`src/rtl/csd_pkg.sv`:
```
// Shared types and constants of the charset byte stream decoder.
`timescale 1ns / 1ps
`default_nettype none
package csd_pkg;

  localparam int PADDR_W  = 1;
  localparam int PDATA_W  = 32;
  localparam int MODE_W   = 3;
  localparam int QDEPTH   = 2;
  localparam int QPTR_W   = $clog2(QDEPTH);
  localparam int QCNT_W   = $clog2(QDEPTH + 1);

  localparam logic [PADDR_W-1:0] ADDR_ENCODING_MODE = '0;

  localparam logic [MODE_W-1:0] MODE_LATIN1 = 3'd0;
  localparam logic [MODE_W-1:0] MODE_UTF8   = 3'd1;
  localparam logic [MODE_W-1:0] MODE_UCS2BE = 3'd2;
  localparam logic [MODE_W-1:0] MODE_ASCII  = 3'd3;

  localparam logic [1:0] ST_OK       = 2'd0;
  localparam logic [1:0] ST_BAD_LEAD = 2'd1;
  localparam logic [1:0] ST_BAD_CONT = 2'd2;
  localparam logic [1:0] ST_TRUNC    = 2'd3;

  localparam logic [7:0] LEAD2_MASK = 8'h1F;
  localparam logic [7:0] LEAD3_MASK = 8'h0F;
  localparam logic [7:0] CONT_MASK  = 8'h3F;

  typedef enum logic [2:0] {
    K_PASS,
    K_UNSUP,
    K_UCS2,
    K_U8_ASCII,
    K_U8_LEAD2,
    K_U8_LEAD3,
    K_U8_CONT,
    K_U8_BAD
  } kind_t;

  typedef struct packed {
    kind_t      kind;
    logic [7:0] data;
    logic       last;
  } tok_t;

endpackage
`default_nettype wire

```
`src/rtl/csd_if.sv`:
```
// Stream interfaces for the byte input and the character result channels.
`timescale 1ns / 1ps
`default_nettype none
interface csd_in_if;
  logic       valid;
  logic       ready;
  logic [7:0] data_byte;
  logic       last_byte;

  modport source (output valid, data_byte, last_byte, input ready);
  modport sink (input valid, data_byte, last_byte, output ready);
endinterface

interface csd_out_if;
  logic        valid;
  logic        ready;
  logic [15:0] char_code;
  logic [1:0]  bytes_used;
  logic [1:0]  status;

  modport source (output valid, char_code, bytes_used, status, input ready);
  modport sink (input valid, char_code, bytes_used, status, output ready);
endinterface
`default_nettype wire

```
`src/rtl/charset_byte_stream_decoder_top.sv`:
```
// Top level of the charset byte stream decoder.
// Usage:
//   in_if carries one raw byte per item (data_byte) plus last_byte, which marks
//   the final byte of a buffer. out_if carries one decoded 16-bit code unit per
//   item with bytes_used and status (0 ok, 1 bad lead or mode, 2 bad
//   continuation, 3 truncated). Bytes that only extend a partial character
//   give no result item.
//   The APB port holds encoding_mode at address 0; a write also drops any
//   partial character. Write it only while the block is idle.
//   Throughput: one byte per cycle while the queue is not full. A result
//   passes through the queue, written when its final byte is accepted, and
//   then through the output register before it is valid.
//   A two-item queue separates byte classification from character assembly;
//   in_if.ready drops only while that queue is full.
//   When out_if.ready is low the result register holds and the queue fills,
//   then in_if.ready falls.
//   Synchronous reset clears the queue, the partial character, the output
//   valid flag and sets encoding_mode to latin1.
`timescale 1ns / 1ps
`default_nettype none
module charset_byte_stream_decoder_top (
  input  wire logic                         clk,
  input  wire logic                         rst_n,
  csd_in_if.sink                            in_if,
  csd_out_if.source                         out_if,
  input  wire logic                         psel,
  input  wire logic                         penable,
  input  wire logic                         pwrite,
  input  wire logic [csd_pkg::PADDR_W-1:0]  paddr,
  input  wire logic [csd_pkg::PDATA_W-1:0]  pwdata,
  output logic      [csd_pkg::PDATA_W-1:0]  prdata,
  output logic                              pready
);
  import csd_pkg::*;

  logic [MODE_W-1:0] mode_r;
  logic              mode_wr;
  logic              q_push;
  logic              q_pop;
  logic              q_full;
  logic              q_not_empty;
  tok_t              push_tok;
  tok_t              head_tok;

  assign pready  = 1'b1;
  assign mode_wr = psel && penable && pwrite && pready && (paddr == ADDR_ENCODING_MODE);
  assign prdata  = (paddr == ADDR_ENCODING_MODE) ? {{(PDATA_W-MODE_W){1'b0}}, mode_r} : '0;

  always_ff @(posedge clk) begin
    if (!rst_n) begin
      mode_r <= MODE_LATIN1;
    end else if (mode_wr) begin
      mode_r <= pwdata[MODE_W-1:0];
    end
  end

  csd_front u_front (
    .in_if  (in_if),
    .mode   (mode_r),
    .q_full (q_full),
    .q_push (q_push),
    .q_tok  (push_tok)
  );

  csd_queue u_queue (
    .clk       (clk),
    .rst_n     (rst_n),
    .push      (q_push),
    .push_tok  (push_tok),
    .pop       (q_pop),
    .full      (q_full),
    .not_empty (q_not_empty),
    .head_tok  (head_tok)
  );

  csd_back u_back (
    .clk         (clk),
    .rst_n       (rst_n),
    .clear       (mode_wr),
    .q_not_empty (q_not_empty),
    .q_tok       (head_tok),
    .q_pop       (q_pop),
    .out_if      (out_if)
  );

endmodule
`default_nettype wire

```
`src/rtl/csd_front.sv`:
```
// Front stage: accept bytes and classify them by encoding mode and bit pattern.
`timescale 1ns / 1ps
`default_nettype none
module csd_front (
  csd_in_if.sink                      in_if,
  input  wire logic [csd_pkg::MODE_W-1:0] mode,
  input  wire logic                   q_full,
  output logic                        q_push,
  output csd_pkg::tok_t               q_tok
);
  import csd_pkg::*;

  kind_t kind;

  always_comb begin
    unique case (mode) inside
      MODE_LATIN1, MODE_ASCII: kind = K_PASS;
      MODE_UCS2BE:             kind = K_UCS2;
      MODE_UTF8: begin
        if (!in_if.data_byte[7]) begin
          kind = K_U8_ASCII;
        end else if (in_if.data_byte[7:6] == 2'b10) begin
          kind = K_U8_CONT;
        end else if (in_if.data_byte[7:5] == 3'b110) begin
          kind = K_U8_LEAD2;
        end else if (in_if.data_byte[7:4] == 4'b1110) begin
          kind = K_U8_LEAD3;
        end else begin
          kind = K_U8_BAD;
        end
      end
      default: kind = K_UNSUP;
    endcase
  end

  assign in_if.ready = !q_full;
  assign q_push      = in_if.valid && !q_full;
  assign q_tok.kind  = kind;
  assign q_tok.data  = in_if.data_byte;
  assign q_tok.last  = in_if.last_byte;

endmodule
`default_nettype wire

```
`src/rtl/csd_queue.sv`:
```
// Short queue of classified items between the front and back stages.
`timescale 1ns / 1ps
`default_nettype none
module csd_queue (
  input  wire logic          clk,
  input  wire logic          rst_n,
  input  wire logic          push,
  input  wire csd_pkg::tok_t push_tok,
  input  wire logic          pop,
  output logic               full,
  output logic               not_empty,
  output csd_pkg::tok_t      head_tok
);
  import csd_pkg::*;

  tok_t              mem_r [QDEPTH];
  logic [QPTR_W-1:0] wr_ptr_r, wr_ptr_nxt;
  logic [QPTR_W-1:0] rd_ptr_r, rd_ptr_nxt;
  logic [QCNT_W-1:0] cnt_r, cnt_nxt;

  assign full      = (cnt_r == QCNT_W'(QDEPTH));
  assign not_empty = (cnt_r != '0);
  assign head_tok  = mem_r[rd_ptr_r];

  always_comb begin
    wr_ptr_nxt = wr_ptr_r;
    rd_ptr_nxt = rd_ptr_r;
    cnt_nxt    = cnt_r;
    if (push) begin
      wr_ptr_nxt = (wr_ptr_r == QPTR_W'(QDEPTH - 1)) ? '0 : wr_ptr_r + 1'b1;
    end
    if (pop) begin
      rd_ptr_nxt = (rd_ptr_r == QPTR_W'(QDEPTH - 1)) ? '0 : rd_ptr_r + 1'b1;
    end
    if (push && !pop) begin
      cnt_nxt = cnt_r + 1'b1;
    end else if (pop && !push) begin
      cnt_nxt = cnt_r - 1'b1;
    end
  end

  always_ff @(posedge clk) begin
    if (!rst_n) begin
      wr_ptr_r <= '0;
      rd_ptr_r <= '0;
      cnt_r    <= '0;
    end else begin
      wr_ptr_r <= wr_ptr_nxt;
      rd_ptr_r <= rd_ptr_nxt;
      cnt_r    <= cnt_nxt;
    end
  end

  always_ff @(posedge clk) begin
    if (push) begin
      mem_r[wr_ptr_r] <= push_tok;
    end
  end

endmodule
`default_nettype wire

```
`src/rtl/csd_back.sv`:
```
// Back stage: assemble characters from classified items and drive the result register.
`timescale 1ns / 1ps
`default_nettype none
module csd_back (
  input  wire logic          clk,
  input  wire logic          rst_n,
  input  wire logic          clear,
  input  wire logic          q_not_empty,
  input  wire csd_pkg::tok_t q_tok,
  output logic               q_pop,
  csd_out_if.source          out_if
);
  import csd_pkg::*;

  logic [1:0]  pend_r, pend_nxt;
  logic [1:0]  seen_r, seen_nxt;
  logic [15:0] part_r, part_nxt;
  logic        out_valid_r, out_valid_nxt;
  logic [15:0] code_r;
  logic [1:0]  used_r;
  logic [1:0]  st_r;

  logic        res_v;
  logic [15:0] res_code;
  logic [1:0]  res_used;
  logic [1:0]  res_st;
  logic [15:0] shifted;

  assign q_pop   = q_not_empty && (!out_valid_r || out_if.ready);
  assign shifted = {part_r[9:0], q_tok.data[5:0]};

  always_comb begin
    res_v    = 1'b0;
    res_code = '0;
    res_used = '0;
    res_st   = ST_OK;
    pend_nxt = pend_r;
    seen_nxt = seen_r;
    part_nxt = part_r;
    case (q_tok.kind) inside
      K_PASS: begin
        res_v    = 1'b1;
        res_code = {8'h00, q_tok.data};
        res_used = 2'd1;
      end
      K_UCS2: begin
        if (pend_r != '0) begin
          res_v    = 1'b1;
          res_code = {part_r[7:0], q_tok.data};
          res_used = 2'd2;
        end else if (q_tok.last) begin
          res_v  = 1'b1;
          res_st = ST_TRUNC;
        end else begin
          part_nxt = {8'h00, q_tok.data};
          pend_nxt = 2'd1;
          seen_nxt = 2'd1;
        end
      end
      K_U8_ASCII, K_U8_LEAD2, K_U8_LEAD3, K_U8_CONT, K_U8_BAD: begin
        if (pend_r == '0) begin
          if (q_tok.kind == K_U8_ASCII) begin
            res_v    = 1'b1;
            res_code = {8'h00, q_tok.data};
            res_used = 2'd1;
          end else if (q_tok.kind == K_U8_LEAD2 || q_tok.kind == K_U8_LEAD3) begin
            if (q_tok.last) begin
              res_v  = 1'b1;
              res_st = ST_TRUNC;
            end else if (q_tok.kind == K_U8_LEAD2) begin
              part_nxt = {8'h00, q_tok.data & LEAD2_MASK};
              pend_nxt = 2'd1;
              seen_nxt = 2'd1;
            end else begin
              part_nxt = {8'h00, q_tok.data & LEAD3_MASK};
              pend_nxt = 2'd2;
              seen_nxt = 2'd1;
            end
          end else begin
            res_v  = 1'b1;
            res_st = ST_BAD_LEAD;
          end
        end else if (pend_r > 2'd1 && q_tok.last) begin
          res_v  = 1'b1;
          res_st = ST_TRUNC;
        end else if (q_tok.kind != K_U8_CONT) begin
          res_v  = 1'b1;
          res_st = ST_BAD_CONT;
        end else if (pend_r == 2'd1) begin
          res_v    = 1'b1;
          res_code = shifted;
          res_used = seen_r + 2'd1;
        end else begin
          part_nxt = shifted;
          pend_nxt = pend_r - 2'd1;
          seen_nxt = seen_r + 2'd1;
        end
      end
      default: begin
        res_v  = 1'b1;
        res_st = ST_BAD_LEAD;
      end
    endcase
    if (res_v) begin
      pend_nxt = '0;
      seen_nxt = '0;
      part_nxt = '0;
    end
  end

  always_comb begin
    out_valid_nxt = out_valid_r;
    if (out_if.ready) begin
      out_valid_nxt = 1'b0;
    end
    if (q_pop && res_v) begin
      out_valid_nxt = 1'b1;
    end
  end

  always_ff @(posedge clk) begin
    if (!rst_n) begin
      pend_r      <= '0;
      seen_r      <= '0;
      part_r      <= '0;
      out_valid_r <= 1'b0;
    end else begin
      out_valid_r <= out_valid_nxt;
      if (clear) begin
        pend_r <= '0;
        seen_r <= '0;
        part_r <= '0;
      end else if (q_pop) begin
        pend_r <= pend_nxt;
        seen_r <= seen_nxt;
        part_r <= part_nxt;
      end
    end
  end

  always_ff @(posedge clk) begin
    if (q_pop && res_v) begin
      code_r <= res_code;
      used_r <= res_used;
      st_r   <= res_st;
    end
  end

  assign out_if.valid      = out_valid_r;
  assign out_if.char_code  = code_r;
  assign out_if.bytes_used = used_r;
  assign out_if.status     = st_r;

endmodule
`default_nettype wire

```
`src/flat_wrapper.sv`:
```
// flat-port wrapper written by rule: the top's interface ports become plain ports
module charset_byte_stream_decoder_top_flat import csd_pkg::*;
  (clk, rst_n, psel, penable, pwrite, paddr, pwdata, prdata, pready, in_if_valid, in_if_data_byte, in_if_last_byte, in_if_ready, out_if_valid, out_if_char_code, out_if_bytes_used, out_if_status, out_if_ready);
  csd_in_if in_if_i ();
  csd_out_if out_if_i ();
  input  wire logic clk;
  input  wire logic rst_n;
  input  wire logic psel;
  input  wire logic penable;
  input  wire logic pwrite;
  input  wire logic [csd_pkg::PADDR_W-1:0] paddr;
  input  wire logic [csd_pkg::PDATA_W-1:0] pwdata;
  output logic      [csd_pkg::PDATA_W-1:0] prdata;
  output logic pready;
  input wire logic [$bits(in_if_i.valid)-1:0] in_if_valid;
  input wire logic [$bits(in_if_i.data_byte)-1:0] in_if_data_byte;
  input wire logic [$bits(in_if_i.last_byte)-1:0] in_if_last_byte;
  output wire logic [$bits(in_if_i.ready)-1:0] in_if_ready;
  output wire logic [$bits(out_if_i.valid)-1:0] out_if_valid;
  output wire logic [$bits(out_if_i.char_code)-1:0] out_if_char_code;
  output wire logic [$bits(out_if_i.bytes_used)-1:0] out_if_bytes_used;
  output wire logic [$bits(out_if_i.status)-1:0] out_if_status;
  input wire logic [$bits(out_if_i.ready)-1:0] out_if_ready;
  assign in_if_i.valid = in_if_valid;
  assign in_if_i.data_byte = in_if_data_byte;
  assign in_if_i.last_byte = in_if_last_byte;
  assign in_if_ready = in_if_i.ready;
  assign out_if_valid = out_if_i.valid;
  assign out_if_char_code = out_if_i.char_code;
  assign out_if_bytes_used = out_if_i.bytes_used;
  assign out_if_status = out_if_i.status;
  assign out_if_i.ready = out_if_ready;
  charset_byte_stream_decoder_top u_core (.clk(clk), .rst_n(rst_n), .in_if(in_if_i), .out_if(out_if_i), .psel(psel), .penable(penable), .pwrite(pwrite), .paddr(paddr), .pwdata(pwdata), .prdata(prdata), .pready(pready));
endmodule
```
`config.mk`:
```
export PLATFORM = sky130hd
export DESIGN_NAME = charset_byte_stream_decoder_top_flat
export DESIGN_NICKNAME = d
export VERILOG_FILES = /design/src/rtl/csd_pkg.sv /design/src/rtl/csd_if.sv /design/src/rtl/charset_byte_stream_decoder_top.sv /design/src/rtl/csd_front.sv /design/src/rtl/csd_queue.sv /design/src/rtl/csd_back.sv /design/src/flat_wrapper.sv
export SDC_FILE = /design/constraint.sdc
export NUM_CORES = 1
export LEC_CHECK = 0
export ABC_AREA = 1
export BUFFER_PORTS_ARGS = -buffer_cell sky130_fd_sc_hd__buf_2
export CORE_ASPECT_RATIO = 1.4
export CORE_MARGIN = 2
export CORE_UTILIZATION = 33
export DETAILED_ROUTE_END_ITERATION = 8
export PLACE_DENSITY = 0.54
export SYNTH_ARGS = -nofsm -noshare
export SYNTH_HDL_FRONTEND = slang
export SYNTH_SLANG_ARGS = --single-unit
```
`constraint.sdc`:
```
create_clock -name clk -period 2.7 [get_ports clk]
set_input_delay 0.27 -clock clk [delete_from_list [all_inputs] [get_ports clk]]
set_output_delay 0.27 -clock clk [all_outputs]
set_load 0.01 [all_outputs]
```
# == Word-level counts from Yosys, hierarchy flattened ==
# Memories as Yosys holds them, arrays and structs flattened. A register that Yosys moved wholly into a read port is not among the register bits.
# Index checks and enable logic that the tools add are counted.
# Widths: inputs -> output; s select.
# op_classes
add_sub_neg,6
mul,0
div,0
magnitude_cmp,1
n_eq_ne,24
shift,0
n_mux,93
n_bitwise,2
reduce_logical,28
# ops
cell,count
$mux 10,13
$mux 16,7
$mux 2,47
$mux 1,20
$mux 8,2
$ne 4x4->1 const B,4
$eq 3x3->1 const B,5
$eq 3x2->1 const B,4
$reduce_and 11->1,1
$logic_and 1x1->1,9
$ne 3x3->1 const B,3
$pmux 3 s3,1
$reduce_and 9->1,1
$reduce_bool 2->1,4
$logic_not 3->1,2
$mux 3,2
$mux 5,1
$ne 5x5->1 const B,1
$reduce_or 5->1,1
$add 2x1->2 const B,2
$eq 2x2->1 const B,2
$eq 4x4->1 const B,1
$logic_not 1->1,4
$ne 4x3->1 const B,1
11 further kinds,16
# totals
register_bits,42
latch_bits,0
ram_bits,24
mem_bits_ro,0
input_bits,49
output_inout_bits,55
word_cells,167
n_memories,1
# mem_list
name,words,word_bits,rd,rd_clocked_by_memory_dff,wr,line,rtl
u_core.u_queue.mem_r,2,12,1,1,1,csd_queue.sv:16,tok_t mem_r [QDEPTH];

# == Logic depth before layout (Yosys ltp) ==
# Gate-level depths: netlist of the first run.
# depth
word_depth,10
depth_mapped,10
ltp_nobuf,10

# == Cells and area by module ==
# Synthesis of the first run repeated with hierarchy kept, for this count alone.
# hier_totals
cells_unflattened,367
hier_area_um2,3459.6
# modules_own_cells
mod,n_inst,cells_per_inst,area_each_um2
csd_back,1,205,1765.4
csd_queue,1,72,1132.3
charset_byte_stream_decoder_top,1,63,411.6
csd_front,1,27,150.1

# == Worst setup path after synthesis of the first run ==
# No wires, ideal clock.
# synth_path
path_type,reg2reg
start,register (tool-made name)
end,register u_core.u_back.used_r[0] (netlist: u_core.u_back.out_if.bytes_used[0]) (enable)
t_arrival_ns,1.510
setup_slack_ns,0.815
path_stages_with_launch,11
path_buffers,0
cell_sequence,dfxtp_1 inv_2 nand2_1 nand2_2 nor2_4 nand2_4 inv_4 o21ai_2 nand2_1 nand2_1 inv_1
# synth_lines
item,line,rtl
to (signal assigned),csd_back.sv:144,used_r <= res_used;
to (decl),csd_back.sv:20,logic [1:0] used_r;

==> results of run 1 <==
-- per-stage QoR --
step / worst slack [ps] / hold WS [ps]
global route: 543 / 113
floorplan: 815 / 369
detailed placement: 705 / 445
global placement: 710 / 437
finish: 727 / 125
CTS: 693 / 108
-- registers in the layout, summed over array words and instances, names as in the netlist, 2 cells and up, named ones only --
register,flops
u_core.u_queue.mem_r,24
u_core.u_back.out_if.char_code,16
u_core.u_back.part_r,10
u_core.mode_r,3
u_core.u_back.out_if.bytes_used,2
u_core.u_back.out_if.status,2
u_core.u_back.pend_r,2
u_core.u_back.seen_r,2
u_core.u_queue.cnt_r,2
-- power by group --
group / leakage, nW / switching [mW] / internal [mW]
clock: 0.152 / 0.410 / 0.768
sequential: 0.609 / 0.123 / 1.52
combinational: 0.813 / 1.11 / 0.562
total: 1.57 / 1.64 / 2.85
-- routing by layer --
layer	vias to the layer above	GRT usage (%)	wire length [µm]
met5	-	0	0
met4	0	9.57	316
met3	18	3.51	308
met2	60	21.8	3230
met1	1026	12.4	2270
li1	1158	-	-
-- cell usage after synthesis (all sizes together), types with 4 or more instances --
| library cell | instances | area, µm² |
|---|---|---|
| nor2 | 29 | 124 |
| dfxtp | 23 | 460 |
| o21ai | 39 | 203 |
| edfxtp | 44 | 1320 |
| nand2 | 44 | 200 |
| buf | 35 | 265 |
| or2 | 4 | 25.0 |
| nand3 | 13 | 70.1 |
| nand4 | 9 | 62.6 |
| inv | 43 | 164 |
| o22ai | 6 | 37.5 |
| a21oi | 24 | 120 |
-- area by class of cell --
| type | count | area (µm²) | area share, % |
|---|---|---|---|
| Clock buffer | 12 | 258 | 6.90 |
| Clock inverter | 4 | 48.8 | 1.31 |
| Inverter | 43 | 164 | 4.39 |
| Multi-Input combinational cell | 210 | 1060 | 28.4 |
| Sequential cell | 67 | 1780 | 47.7 |
| Tap cell | 110 | 138 | 3.68 |
| Timing Repair Buffer | 51 | 285 | 7.63 |
-- cell families (layout without fill, tap and decap cells) --
| kind of cell | count (synthesis) | count (layout) | synth area share [%] |
|---|---|---|---|
| and+or+nand+nor | 103 | 103 | 16.3 |
| buffers and inverters | 79 | 110 | 13.6 |
| AOI/OAI and AO/OA | 72 | 72 | 12.1 |
| DFF | 67 | 67 | 56.2 |
| other | 2 | 30 | 0.237 |
| xor gates and xnor gates | 2 | 2 | 0.552 |
| muxes | 2 | 2 | 0.631 |
| adders and majority gates | 1 | 1 | 0.394 |
-- critical path, cell delays in order, from the launching register on --
cell and delay, ps:
dfxtp_1 390, buf_4 190, nand2_1 70, o21ai_2 100
inv_2 100, o21ai_2 420, nand2_1 130, nand2_1 100
inv_1 70, buf_12 150
-- path summary, 6_finish.rpt --
| check | slack, ps | startpoint | cells after the start | endpoint |
|---|---|---|---|---|
| worst min register to register | 450 | u_core.u_queue.rd_ptr_r | 1 | flop |
| worst min-delay path | 120 | in_if_data_byte[1] | 1 | u_core.u_queue.mem_r[0][2] |
| worst max register to register | 730 | flop | 9 | u_core.u_back.out_if.char_code[3] |
| worst max-delay path | 730 | flop | 9 | u_core.u_back.out_if.char_code[3] |
==> impl_metrics.toml, run 1 <==
[power_and_ir_drop]
power.leakage_nw = 1.57
peakVddDrop_v = 0.000454
power_mw = 4.49
powerDensity_nw_per_um2 = 1200

[critical_path]
required_ps = 2790
cp_data_arrival_time_ps = 2060
worst_setup_path_start_kind = "flop"
endpoint_kind = "flop"
critical_path_class = "reg2reg"
cp_max_fo = 20

[synth]
synth_area_per_cell_um2 = 9.67
synth_edf_count = 44
ys_warn_count = 0
ys_ff_latch = 67
syn-cell-area_um2 = 3170
async_reset_ff_share_pct = 0
syn_inst = 328
seq_area_frac_synth_pct = 56.2
ys.flop_type = "edfxtp_1"
synth_cell_types = 36

[clock_tree]
clk_pin_slew_ps = 50
clk_latency_ps = 330
cts_resized = 0
postCtsSetupRepairBufs = 0
cts_max_path_buffers = 2
cts_tree = "done"
cts_buffers = 9
htree_levels = 3
cts_hold_buf = 0
cts-root-buf = "clkbuf_16"
numClockSinks = 67

[timing]
setup_viol = 0
period_minus_slack_ps = 1970
rsz0062_at_grt = "false"
max_freq_mhz = 507
tns_ps = 0
post-route-period-util_pct = 73.1
report.final.slew_viol_count = 0
finalHoldViolations = 0
clock-skew-final_ps = 6.39
worst_slew_pin_slew_ps = 557
slew_headroom_pct = 62.8

[placed_design]
port_buffers = 44
dp_cells = 481
dp_hpwl_um = 4660
post_dp_cell_area_um2 = 3430
place.gp.congestion = 0.813

[global_routing]
grt_pass1_vias = 2099
antenna_found_initial = 0
grt_pass1_wl_um = 9830
grt_overflow = 0
grtUsageTotal_pct = 12.6
grt_max_degree = 29

[route]
via_per_inst = 4.55
ant_nets = 0
wl_per_cell_um = 12.3
drc_errors = 0
routed_wl_um = 6130
dr.pass1.iters = 4
via_count = 2262
dr.first_iter.drc_count = 126

[layout]
fillers = 939
layout_common_cells = "buf_2 (44), edfxtp_1 (44), inv_1 (37), nand2_1 (36), o21ai_0 (33)"
utilization_pct = 39.7
final_cells = 497
diodes = 0
layout-drive-gt1-share_pct = 23.5
fin_nets = 432
area_growth_pct = 17.8
fin_area_um2 = 3740

[floorplan]
io_pins = 104
rows = 42
die_height_um = 120
placeableCoreArea_um2 = 9410
start_util_pct = 33.7
die_area_um2 = 10400
dieWidth_um = 86.9

[flow_run]
cap_violations = 0

[min_path]
hp-class = "in2reg"

[outcome]
outcome = "finished, final reports clean"
Power figures use the tool's default switching activity.
==> inputs of run 2 (changes only) <==
PLACE_DENSITY = 0.56   (was 0.54)
clock period = 1.7 ns   (was 2.7 ns; I/O delays follow)
==> run 2 against run 1 <==
  * Design area rose by 11%
  * Critical path depth rose by 1
  * First-iteration DRC count rose by 0.79%
  * Total power rose by 76%
  * Clock-buffer cell count did not move
  * Cell count rose by 6.6%
  * Clock skew barely moved
  * Clock power rose by 46%
  * Critical endpoint is now u_core.u_back.out_if.char_code[5]
  * Highest routed layer unchanged
==> impl_metrics.toml, run 2 (same netlist as run 1, synthesis figures left out) <==
[global_routing]
grt_pass1_wl_um = 10800
grt_overflow = 0
grt_max_degree = 27
antenna_found_initial = 0
grtUsageTotal_pct = 13.8
grt_pass1_vias = 2246

[clock_tree]
cts_hold_buf = 0
cts-root-buf = "clkbuf_16"
cts_buffers = 9
cts_max_path_buffers = 2
cts_tree = "done"
numClockSinks = 67
htree_levels = 3
clk_latency_ps = 330
clk_pin_slew_ps = 60

[critical_path]
r2r_slack_ps = 3
required_ps = 1780
crit_chain = "buf_12 > nand2_2 > o21ai_4 > inv_2 > nand2_2 > nand2_2 > nor2_4 > buf_6 > nor3_4 > nor2_1"
endpoint_kind = "flop"
cp_max_fo = 6
cp_data_arrival_time_ps = 1770
critical_path_class = "reg2reg"
worst_setup_path_start_kind = "flop"
r2r_end = "u_core.u_back.out_if.char_code[5]"
crit_path_max_incr_delay_ps = 380
slowest_stage = "dfxtp_4"
cp_common_cell = "nand2_2"
r2r_cells = 10

[floorplan]
dieWidth_um = 86.9
placeableCoreArea_um2 = 9410
die_area_um2 = 10400
die_height_um = 120
io_pins = 104
rows = 42
start_util_pct = 33.7

[flow_run]
cap_violations = 0

[placed_design]
dp_cells = 504
port_buffers = 44
dp_hpwl_um = 4890
place.gp.congestion = 0.813
post_dp_cell_area_um2 = 3630
dpl_worst_slack_ps = -3.84

[timing]
period_minus_slack_ps = 1700
tns_ps = 0
rsz0062_at_grt = "true"
finalHoldViolations = 0
max_freq_mhz = 589
setup_slack_ps = 2.78
setup_viol = 0
report.final.slew_viol_count = 0
clock-skew-final_ps = 6.47
post-route-period-util_pct = 99.8

[power_and_ir_drop]
seq_power_share_pct = 33.3
clkPwrFrac_pct = 21.8
power_mw = 7.89
p_switching_mw = 2.94
intPower_mw = 4.95
powerDensity_nw_per_um2 = 1910
combPwrFrac_pct = 44.9
peakVddDrop_v = 0.000555
switching_share_pct = 37.3
power.leakage_nw = 1.75

[outcome]
outcome = "finished, final reports clean"

[min_path]
hold_depth = 1
hp-class = "in2reg"
whs_endpoint = "u_core.u_queue.mem_r[1][3]"
hold_path.startpoint = "in_if_data_byte[2]"

[route]
via_per_inst = 4.55
dr.first_iter.drc_count = 127
via_count = 2412
drc_errors = 0
routed_wl_um = 6570
wl_per_cell_um = 12.4
dr.pass1.iters = 4
ant_nets = 0

[layout]
largest_reg_flops = 24
fin_area_um2 = 4130
diodes = 0
max_flop_register = "u_core.u_queue.mem_r"
area_growth_pct = 30.3
layout-drive-gt1-share_pct = 35.7
layout_common_cells = "buf_2 (44), edfxtp_1 (44), inv_1 (35), buf_4 (33), conb_1 (30)"
fin_nets = 465
final_cells = 530
fillers = 910
[run 2: cell types whose count changed in the layout (fill, tap and decap cells not counted), moves of 4 or more]
| cell | previous run | this run |
|---|---|---|
| nand2_1 | 36 | 27 |
| o21ai_1 | 4 | 8 |
| o21ai_2 | 2 | 6 |
| buf_6 | 0 | 4 |
| a21oi_1 | 24 | 20 |
| o21ai_0 | 33 | 24 |
| a21oi_2 | 0 | 4 |
| nand2_4 | 3 | 10 |
| buf_4 | 6 | 33 |
[run 2: power groups by stage]
stage / combinational [mW] / sequential, mW / clock [mW]
2_1_floorplan: 1.83 / 2.77 / 0
3_3_place_gp: 3.11 / 2.62 / 0
3_5_place_dp: 3.15 / 2.64 / 0
4_1_cts: 3.19 / 2.61 / 1.76
5_1_grt: 3.96 / 2.70 / 1.82
6_report: 3.54 / 2.63 / 1.72
[run 2: worst max-delay path: cells and delay by family, from the launching register on]
kind	cells	cell delay (ps)
simple gates	6	630
compound gates	1	70
buf+inv	3	350
flops	1	380
[run 2: metal layers]
| metal | part of all wire [%] | up-vias | global-route usage, % |
|---|---|---|---|
| li1 | - | 1226 | - |
| met1 | 37 | 1123 | 14.8 |
| met2 | 56 | 55 | 23.8 |
| met3 | 4.7 | 8 | 5.09 |
| met4 | 2.0 | 0 | 5.57 |
| met5 | 0 | - | 0 |
[run 2: repair_timing]
| action | in CTS | in global routing |
|---|---|---|
| endpoints found under the setup margin | 22 | 41 |
| resized for setup | 2 | 46 |
| setup buffers | 2 | 8 |
| pin swaps | 1 | 8 |
[run 2: layout make-up]
| class | count | area, µm² | area share, % |
|---|---|---|---|
| clock inverters | 4 | 26.3 | 0.636 |
| inverters | 43 | 180 | 4.36 |
| well taps | 110 | 138 | 3.33 |
| clock buffers | 12 | 256 | 6.20 |
| repair buffers | 84 | 573 | 13.9 |
| multi-input cells | 210 | 1170 | 28.4 |
| flip-flops and latches | 67 | 1790 | 43.2 |
[run 2: worst max-delay path by stage]
stage,slack [ps],start,endpoint
after global placement,4,flop,u_core.u_back.out_if.char_code[1]
after global routing,-120,flop,u_core.u_back.out_if.char_code[5]
after detailed placement,-4,flop,u_core.u_back.out_if.char_code[6]
after CTS,20,flop,u_core.u_back.out_if.char_code[6]
final,3,flop,u_core.u_back.out_if.char_code[5]
after floorplan,0.1,flop,u_core.u_back.out_if.bytes_used[0]
[run 2: per-stage QoR]
stage	hold WS (ps)	utilization (%)
floorplan	269	-
detailed placement	364	38.6
CTS	11.0	41.8
finish	21.6	43.9
global route	9.00	43.9
global placement	360	38.6
